$ cat src/rtl/aehk_pkg.sv
// package for the terminal escape decoder: types, byte constants, usage table
// no dependencies
package aehk_pkg;

  localparam logic [7:0] ESC_BYTE   = 8'h1b;
  localparam logic [7:0] TILDE_BYTE = 8'h7e;
  localparam logic [7:0] SPACE_BYTE = 8'h20;

  // number of lone escape bursts that arm the debug toggle
  localparam logic [7:0] LONE_ESC_TOGGLE_COUNT = 8'd3;

  // position inside an open escape sequence
  typedef enum logic [2:0] {
    SEQ_IDLE,
    SEQ_LEAD,
    SEQ_FIRST,
    SEQ_SECOND,
    SEQ_DONE
  } seq_pos_t;

  typedef struct packed {
    logic [7:0] rx_byte;
    logic       burst_end;
  } item_t;

  typedef struct packed {
    logic       is_character;
    logic [7:0] code;
    logic       debug_flag;
  } result_t;

  // terminal byte or packed sequence code to hid usage, 0 when unknown
  function automatic logic [7:0] usage_of(input logic [15:0] c);
    logic [7:0] u;
    case (c)
      16'h0008: u = 8'h2a;  // backspace
      16'h0009: u = 8'h2b;  // tab
      16'h000a: u = 8'h28;  // enter
      16'h000d: u = 8'h28;  // enter
      16'h001b: u = 8'h29;  // escape
      16'h0032: u = 8'h49;  // insert
      16'h0033: u = 8'h4c;  // delete
      16'h0041: u = 8'h52;  // up
      16'h0042: u = 8'h51;  // down
      16'h0043: u = 8'h4f;  // right
      16'h0044: u = 8'h50;  // left
      16'h0031: u = 8'h4a;  // home
      16'h0034: u = 8'h4d;  // end
      16'h0035: u = 8'h4b;  // page up
      16'h0036: u = 8'h4e;  // page down
      16'h0050: u = 8'h3a;  // f1
      16'h0051: u = 8'h3b;  // f2
      16'h0052: u = 8'h3c;  // f3
      16'h0053: u = 8'h3d;  // f4
      16'h3136: u = 8'h3e;  // f5
      16'h3137: u = 8'h3f;  // f6
      16'h3138: u = 8'h40;  // f7
      16'h3139: u = 8'h41;  // f8
      16'h3230: u = 8'h42;  // f9
      16'h3231: u = 8'h43;  // f10
      16'h3233: u = 8'h44;  // f11
      16'h3234: u = 8'h45;  // f12
      default:  u = 8'h00;
    endcase
    return u;
  endfunction

endpackage

$ cat src/rtl/aehk_in_stage.sv
// input register of the terminal escape decoder
// depends on aehk_pkg
module aehk_in_stage import aehk_pkg::*; (
  input  logic       clk,
  input  logic       rst,
  input  logic       in_valid,
  output logic       in_stall,
  input  logic [7:0] rx_byte,
  input  logic       burst_end,
  input  logic       advance,
  output logic       held_valid,
  output item_t      held
);

  logic load;

  // take a new transaction when empty or when the held one moves on
  assign in_stall = held_valid && !advance;
  assign load     = in_valid && !in_stall;

  // valid flag
  always_ff @(posedge clk) begin
    if (rst) begin
      held_valid <= 1'b0;
    end else if (load) begin
      held_valid <= 1'b1;
    end else if (advance) begin
      held_valid <= 1'b0;
    end
  end

  // payload
  always_ff @(posedge clk) begin
    if (load) begin
      held.rx_byte   <= rx_byte;
      held.burst_end <= burst_end;
    end
  end

endmodule

$ cat src/rtl/aehk_decode.sv
// sequence state and per-byte decode of the terminal escape decoder
// depends on aehk_pkg
module aehk_decode import aehk_pkg::*; (
  input  logic    clk,
  input  logic    rst,
  input  logic    fire,
  input  item_t   item,
  output result_t res
);

  seq_pos_t    seq_pos;
  seq_pos_t    pos_step;
  seq_pos_t    seq_pos_next;
  logic [15:0] seq_code;
  logic [15:0] code_step;
  logic [15:0] seq_code_next;
  logic [7:0]  esc_count;
  logic [7:0]  count_step;
  logic [7:0]  esc_count_next;
  logic        debug_on;
  logic        debug_on_next;
  logic        in_seq;
  logic        toggle;
  logic [7:0]  key;
  logic [7:0]  b;
  logic        last;

  assign b    = item.rx_byte;
  assign last = item.burst_end;

  // sequence position after this byte
  always_comb begin
    case (seq_pos)
      SEQ_IDLE:   pos_step = (b == ESC_BYTE) ? SEQ_LEAD : SEQ_IDLE;
      SEQ_LEAD:   pos_step = SEQ_FIRST;
      SEQ_FIRST:  pos_step = SEQ_SECOND;
      SEQ_SECOND: pos_step = (b != TILDE_BYTE) ? SEQ_DONE : SEQ_SECOND;
      SEQ_DONE:   pos_step = SEQ_DONE;
      default:    pos_step = SEQ_IDLE;
    endcase
    seq_pos_next = last ? SEQ_IDLE : pos_step;
  end

  // code packing, escape count, result
  always_comb begin
    code_step  = seq_code;
    count_step = esc_count;
    case (seq_pos)
      SEQ_IDLE: begin
        if (b == ESC_BYTE) begin
          count_step = esc_count + 8'd1;
        end
      end
      SEQ_LEAD: begin
        count_step = 8'd0;
      end
      SEQ_FIRST: begin
        code_step = {8'h00, b};
      end
      SEQ_SECOND: begin
        if (b != TILDE_BYTE) begin
          code_step = {seq_code[7:0], b};
        end
      end
      default: begin
        code_step = seq_code;
      end
    endcase

    in_seq = pos_step inside {SEQ_FIRST, SEQ_SECOND, SEQ_DONE};
    toggle = !in_seq && (count_step == LONE_ESC_TOGGLE_COUNT) && (b == SPACE_BYTE);
    key    = toggle ? 8'h00 : b;

    seq_code_next  = last ? 16'h0000 : code_step;
    esc_count_next = (last && !in_seq && key != ESC_BYTE) ? 8'd0 : count_step;
    debug_on_next  = debug_on ^ (last && toggle);

    res.debug_flag = debug_on_next;
    if (in_seq) begin
      res.is_character = 1'b0;
      res.code         = usage_of(code_step);
    end else if (key < SPACE_BYTE) begin
      res.is_character = 1'b0;
      res.code         = usage_of({8'h00, key});
    end else begin
      res.is_character = 1'b1;
      res.code         = key;
    end
  end

  // state update on each decoded transaction
  always_ff @(posedge clk) begin
    if (rst) begin
      seq_pos   <= SEQ_IDLE;
      seq_code  <= 16'h0000;
      esc_count <= 8'd0;
      debug_on  <= 1'b0;
    end else if (fire) begin
      seq_pos   <= seq_pos_next;
      seq_code  <= seq_code_next;
      esc_count <= esc_count_next;
      debug_on  <= debug_on_next;
    end
  end

endmodule

$ cat src/rtl/aehk_out_stage.sv
// result register of the terminal escape decoder
// depends on aehk_pkg
module aehk_out_stage import aehk_pkg::*; (
  input  logic       clk,
  input  logic       rst,
  input  logic       load,
  input  result_t    res,
  output logic       ready,
  output logic       out_valid,
  input  logic       out_stall,
  output logic       is_character,
  output logic [7:0] code,
  output logic       debug_flag
);

  result_t held;

  // free when empty or when the waiting result leaves this cycle
  assign ready = !out_valid || !out_stall;

  // valid flag
  always_ff @(posedge clk) begin
    if (rst) begin
      out_valid <= 1'b0;
    end else if (load) begin
      out_valid <= 1'b1;
    end else if (!out_stall) begin
      out_valid <= 1'b0;
    end
  end

  // payload
  always_ff @(posedge clk) begin
    if (load) begin
      held <= res;
    end
  end

  assign is_character = held.is_character;
  assign code         = held.code;
  assign debug_flag   = held.debug_flag;

endmodule

$ cat src/rtl/ansi_escape_to_hid_key_top.sv
// Terminal escape decoder: serial terminal bytes in, hid key usages or characters out.
// Input channel: rx_byte with burst_end, handshake in_valid / in_stall.
// Output channel: is_character, code, debug_flag, handshake out_valid / out_stall.
// A transaction is taken at a clock edge with valid high and stall low.
// Only a byte with burst_end set gives a result; other bytes just advance the
// escape sequence state and give nothing.
// A closing byte passes through the input register, then the result register,
// before it shows on the output. Throughput: one byte per cycle while no
// closing byte waits on a stalled result; the sequence state updates as each
// byte leaves the input register.
// When the receiver stalls, the result waits in the result register and the
// next closing byte waits in the input register; a byte with no result still
// passes through. in_stall rises only while both registers are full.
// Reset (rst, synchronous) empties both registers, closes any open sequence
// and clears the escape count and the debug flag.
// depends on aehk_pkg, aehk_in_stage, aehk_decode, aehk_out_stage
module ansi_escape_to_hid_key_top import aehk_pkg::*; (
  input  logic       clk,
  input  logic       rst,
  input  logic       in_valid,
  output logic       in_stall,
  input  logic [7:0] rx_byte,
  input  logic       burst_end,
  output logic       out_valid,
  input  logic       out_stall,
  output logic       is_character,
  output logic [7:0] code,
  output logic       debug_flag
);

  logic    held_valid;
  item_t   held;
  logic    advance;
  logic    out_ready;
  result_t res;

  // held byte moves on unless it closes a burst and the result register is busy
  assign advance = held_valid && (!held.burst_end || out_ready);

  aehk_in_stage u_in (
    .clk        (clk),
    .rst        (rst),
    .in_valid   (in_valid),
    .in_stall   (in_stall),
    .rx_byte    (rx_byte),
    .burst_end  (burst_end),
    .advance    (advance),
    .held_valid (held_valid),
    .held       (held)
  );

  aehk_decode u_dec (
    .clk  (clk),
    .rst  (rst),
    .fire (advance),
    .item (held),
    .res  (res)
  );

  aehk_out_stage u_out (
    .clk          (clk),
    .rst          (rst),
    .load         (advance && held.burst_end),
    .res          (res),
    .ready        (out_ready),
    .out_valid    (out_valid),
    .out_stall    (out_stall),
    .is_character (is_character),
    .code         (code),
    .debug_flag   (debug_flag)
  );

endmodule

$ cat config.mk
export PLATFORM = sky130hd
export DESIGN_NAME = ansi_escape_to_hid_key_top
export DESIGN_NICKNAME = d
export VERILOG_FILES = /design/src/rtl/aehk_pkg.sv /design/src/rtl/aehk_in_stage.sv /design/src/rtl/aehk_decode.sv /design/src/rtl/aehk_out_stage.sv /design/src/rtl/ansi_escape_to_hid_key_top.sv
export SDC_FILE = /design/constraint.sdc
export NUM_CORES = 1
export LEC_CHECK = 0
export BUFFER_PORTS_ARGS = -buffer_cell sky130_fd_sc_hd__buf_2
export CAP_MARGIN = 20
export CORE_ASPECT_RATIO = 1.4
export CORE_UTILIZATION = 55
export DETAILED_ROUTE_END_ITERATION = 8
export PLACE_DENSITY_LB_ADDON = 0.1
export SYNTH_ARGS = -nofsm -noshare
export SYNTH_HDL_FRONTEND = slang
export SYNTH_SLANG_ARGS = --single-unit
$ cat constraint.sdc
create_clock -name clk -period 3.4 [get_ports clk]
set_clock_uncertainty 0.15 [all_clocks]
set_input_delay 0.51 -clock clk [delete_from_list [all_inputs] [get_ports clk]]
set_output_delay 0.51 -clock clk [all_outputs]
set_load 0.02 [all_outputs]
==> flow_summary.ini, run 1 <==
[pwr]
net-switching-power_mw = 0.291
p_total_mw = 1.10
combPwrFrac_pct = 9.0
sw_frac_of_total_pct = 26.4
p_seq_share_pct = 57.6
internal_power_mw = 0.808
ir_worst_vdd_mv = 0.280
power.density_nw_per_um2 = 300
pwr-share-clk_pct = 33.5
p_leak_nw = 1.27

[yosys]
yosys_warnings = 0
ys_types = 68
syn_nets = 421
synth_area_um2 = 3310
ys.flop_type = dfxtp_1
syn_area_per_cell_um2 = 8.12
synth-seq-cells = 49
synthCells = 407
synth_edf_count = 19
async_reset_ff_share_pct = 0
seq_area_frac_synth_pct = 35.4

[setup_path]
endpoint_kind = flop
cp.arrival_ns = 3.00
cp-start-kind = flop
critPathMaxFanout = 9
cp.required_ns = 3.29
worstSetupPathType = reg -> reg

[run]
drv_cap = 0

[clock_tree]
clk_pin_slew_ns = 0.10
htree_levels = 2
cts_made_buffers = 5
clkLatencyLatePin_ns = 0.31
cts_tree = done
clock-root-buffer = clkbuf_8
cts_resized = 0
max-clock-path-buffers = 2
cts_sinks = 49

[routing]
via_count = 3278
viasPerCell = 6.45
dr.first_iter.drc_count = 333
wirelength_um = 8810
wl_per_cell_um = 17.3
antenna_left = 0
route.detailed.drc = 0
first_pass_iters = 5

[die]
chipWidth_um = 67.5
die_h_um = 93.7
dieArea_um2 = 6330
io_pins = 25
rows = 33
initial_utilization_pct = 56.8
core_um2 = 5820

[cells_and_area]
diodes = 0
drive_above_1_share_pct = 17.1
syn2layout_area_growth_pct = 10.9
nNetsFinal = 451

[timing]
tightest_slew_ns = 0.949
period_minus_slack_ns = 3.11
max_freq_ghz = 0.322
hold_viol = 0
rsz0062_at_grt = false
period_share_pct = 91.4
slew_headroom_pct = 36.6
setup_viol = 0
slew_violations = 0
tns_ns = 0

[placement]
io_buffers = 24
hpwl_um = 6530
gp_congestion = 0.942

[status]
outcome = finished, final reports clean

[global_route]
track_usage_pct = 30.2
antenna_found_initial = 0
grt_max_degree = 31
grt_pass1_wl_um = 14400
grt_pass1_vias = 3079
grt_overflow = 0

[worst_hold_path]
holdCritPathClass = in -> reg
-- stage by stage --
step	instance area [um2]	utilization (%)	hold WS, ns	cells	worst slack (ns)
3_3_place_gp	3560	61.2	0.334	499	0.302
5_1_grt	3660	62.9	0.202	508	0.00734
2_1_floorplan	3310	-	0.313	407	0.441
4_1_cts	3660	62.8	0.212	507	0.184
6_report	3660	62.9	0.219	508	0.293
3_5_place_dp	3560	61.2	0.341	499	0.205
-- final cells by class --
type                       count  area (um2)
tap                           70        87.6
sequential                    49        1170
fill                         535        2160
inverter                      15        56.3
clock buffer                   5        68.8
timing repair buffer          51         335
multi-input combinational    315        1920
clock inverter                 3        23.8
-- layout by cell type, fill, tap and decap left out, types with 8 or more instances in the layout --
master	synthesis	layout
a21oi_1	26	26
a22oi_1	12	12
a31oi_1	10	10
buf_2	5	24
buf_4	0	26
dfxtp_1	30	30
edfxtp_1	19	19
inv_1	15	15
mux2i_1	8	8
nand2_1	36	36
nand3_1	18	18
nand4_1	14	14
nor2_1	54	54
nor3_1	11	11
o21ai_0	23	23
-- repair_timing --
action,CTS,global route
endpoints found under the setup margin,0,2
buffers inserted,0,1
hold buffers,0,0
-- sequential cells by signal, summed over array words and instances (netlist names) --
| name | count |
|---|---|
| u_out.code | 8 |
| u_in.held_valid | 1 |
| u_dec.seq_code | 16 |
| u_out.is_character | 1 |
| u_out.out_valid | 1 |
| u_dec.seq_pos | 3 |
| u_out.debug_flag | 1 |
| u_dec.debug_on | 1 |
| u_dec.esc_count | 8 |
| u_in.held | 9 |
-- final timing paths --
check	startpoint	to	slack [ns]	cells after the start
setup reg to reg	u_in.held[8]	u_out.code[3]	0.29	9
hold reg to reg	u_dec.esc_count[7]	u_dec.esc_count[7]	0.35	2
hold / removal	rx_byte[3]	u_in.held[4]	0.22	1
setup / recovery	u_in.held[8]	u_out.code[3]	0.29	9
-- kinds of logic after synthesis --
kind of cell,count (synthesis),share of synthesized area [%]
AND/OR/NAND/NOR,179,28.9
AO/OA/AOI/OAI,120,24.4
flip-flops,49,35.4
buffers and inverters,43,6.43
multiplexers,10,3.10
XOR/XNOR,5,1.32
adder cells (fa/ha/maj),1,0.378
-- worst max-delay path: stages (launching register included) --
cell       delay (ns)
edfxtp_1         0.47
buf_4            0.22
nor4b_2          0.33
nand4_1          0.18
o31a_1           0.30
nor4_1           0.29
o2111ai_1        0.22
a21oi_2          0.35
mux2i_1          0.23
a2bb2oi_1        0.08
-- power groups by stage --
stage / sequential, mW / combinational, mW / clock, mW
floorplan: 0.647 / 0.0589 / 0
global placement: 0.645 / 0.0958 / 0
detailed placement: 0.646 / 0.0977 / 0
CTS: 0.633 / 0.0980 / 0.380
global route: 0.635 / 0.107 / 0.399
finish: 0.633 / 0.0988 / 0.368
-- synthesized netlist by cell type, types with 4 or more instances --
cell	n	area (um2)
edfxtp_1	19	571
o31a_1	4	35.0
a32oi_1	5	43.8
o32ai_1	4	35.0
dfxtp_1	30	601
and2_1	5	31.3
mux2i_1	8	80.1
nand2_1	36	135
buf_2	5	25.0
nand4_1	14	87.6
a21oi_1	26	130
clkbuf_1	15	56.3
nor4_1	7	43.8
o21ai_0	23	115
nand3_1	18	90.1
nor3_1	11	55.1
inv_1	15	56.3
o211ai_1	7	52.6
nor2_1	54	203
a31oi_1	10	62.6
a22oi_1	12	90.1
buf_6	6	67.6
-- metal layers --
layer  wire [um]  vias to the layer above  GRT usage, %
met5           0                        -             0
met4         358                        0          14.4
met3         461                       35          5.34
met2        4370                      128          51.8
met1        3620                     1518          35.1
li1            -                     1597             -
Power figures use the tool's default switching activity.
==> run 2: changes to the inputs <==
--- a/config.mk
+++ b/config.mk
@@ -6,9 +6,8 @@
 export NUM_CORES = 1
 export LEC_CHECK = 0
 export BUFFER_PORTS_ARGS = -buffer_cell sky130_fd_sc_hd__buf_2
-export CAP_MARGIN = 20
 export CORE_ASPECT_RATIO = 1.4
-export CORE_UTILIZATION = 55
+export CORE_UTILIZATION = 50
 export DETAILED_ROUTE_END_ITERATION = 8
 export PLACE_DENSITY_LB_ADDON = 0.1
 export SYNTH_ARGS = -nofsm -noshare
==> flow_summary.ini, run 2 (same netlist as run 1, synthesis figures left out) <==
[cells_and_area]
syn2layout_area_growth_pct = 11.4
largest_register = u_dec.seq_code
most-common-layout-cells = 54 x nor2_1, 36 x nand2_1, 30 x dfxtp_1
largest_reg_flops = 16
final_area_um2 = 3680
postLayoutCoreUtil_pct = 58.5
drive_above_1_share_pct = 17.3
instances_no_fill = 511
nNetsFinal = 452
diodes = 0
fill_cells = 593
final_common_cell = nor2_1
largest_registers = u_dec.seq_code: 16 flops, u_in.held: 9 flops

[clock_tree]
cts_tree = done
clk_pin_slew_ns = 0.09
max-clock-path-buffers = 2
cts_resized = 0
hold_buffers = 0
cts_sinks = 49
cts_made_buffers = 5
clkLatencyLatePin_ns = 0.31
clock-root-buffer = clkbuf_8
postCtsSetupBuffers = 0
htree_levels = 2

[pwr]
p_leak_nw = 1.28
p_total_mw = 1.16
power.density_nw_per_um2 = 315
ir_worst_vdd_mv = 0.303

[routing]
first_pass_iters = 7
wl_per_cell_um = 17.3
wirelength_um = 8830
route.detailed.drc = 2
via_count = 3313
viasPerCell = 6.48
dr.first_iter.drc_count = 349
antenna_left = 0

[die]
initial_utilization_pct = 52.5
dieArea_um2 = 6950
io_pins = 25
core_um2 = 6300
rows = 34
die_h_um = 98.2
chipWidth_um = 70.7

[timing]
max_freq_ghz = 0.317
period_share_pct = 92.9
tns_ns = 0
setup_viol = 0
slew_violations = 0
setup_slack_ns = 0.242
rsz0062_at_grt = false
period_minus_slack_ns = 3.16
tightest_slew_ns = 0.968
slew_headroom_pct = 35.3
hold_viol = 0
holdWs_ns = 0.219

[worst_hold_path]
holdCritPathClass = in -> reg

[global_route]
antenna_found_initial = 0
grt_max_degree = 31
grt_pass1_wl_um = 14600
track_usage_pct = 26.1
grt_pass1_vias = 3038
grt_overflow = 0

[placement]
place_area_um2 = 3570
hpwl_um = 6580
dp_cells = 503
dp_slack_ns = 0.302
io_buffers = 24
gp_congestion = 0.949

[setup_path]
cp-start-kind = flop
cp.arrival_ns = 3.19
critPathMaxFanout = 8
path_cells = nor4bb_4 > a21oi_2 > a32o_1 > or4_4 > or4_1 > a21oi_1 > o31a_1
slowest_delay_ns = 0.60
endpoint_kind = flop
worstSetupPathType = reg -> reg
cp.required_ns = 3.43
critPathSlowestCell = or4_4

[run]
drv_cap = 0

[status]
outcome = finished with violations
violations = DRC
run 2: report_power, final:
part / switching, mW / internal, mW / leakage [nW]
Sequential: 0.00790 / 0.623 / 0.421
Clock: 0.209 / 0.221 / 0.0587
Combinational: 0.0644 / 0.0338 / 0.803
run 2: worst paths after layout:
check | from | slack [ns] | depth (start not counted) | endpoint
min | rx_byte[2] | 0.22 | 1 | u_in.held[3]
max | u_in.held[1] | 0.24 | 7 | u_out.code[0]
min reg2reg | u_dec.esc_count[7] | 0.37 | 2 | u_dec.esc_count[7]
max reg2reg | u_in.held[1] | 0.24 | 7 | u_out.code[0]
run 2: critical path, delay by kind of cell (launching register included):
family / cells / cell delay (ns)
and+or+nand+nor: 3 / 1.65
DFF: 1 / 0.44
AOI/OAI and AO/OA: 4 / 0.79
run 2: final cells by class:
cell class	instances	area, um2	share of cell area (%)
Multi-Input combinational cell	315	1920	52.2
Timing Repair Buffer	52	330	8.97
Clock inverter	3	45.0	1.22
Tap cell	72	90.1	2.45
Clock buffer	5	68.8	1.87
Sequential cell	49	1170	31.8
Inverter	15	56.3	1.53
run 2: metal layers:
layer  routed length (um)  GRT usage, %  up-vias  part of all wire (%)
met5                    0             0        -                     0
met4                  194          9.69        0                   2.2
met3                  475          2.99       23                   5.4
met2                 4470          46.4      137                    51
met1                 3690          32.0     1552                    42
li1                     -             -     1601                     -
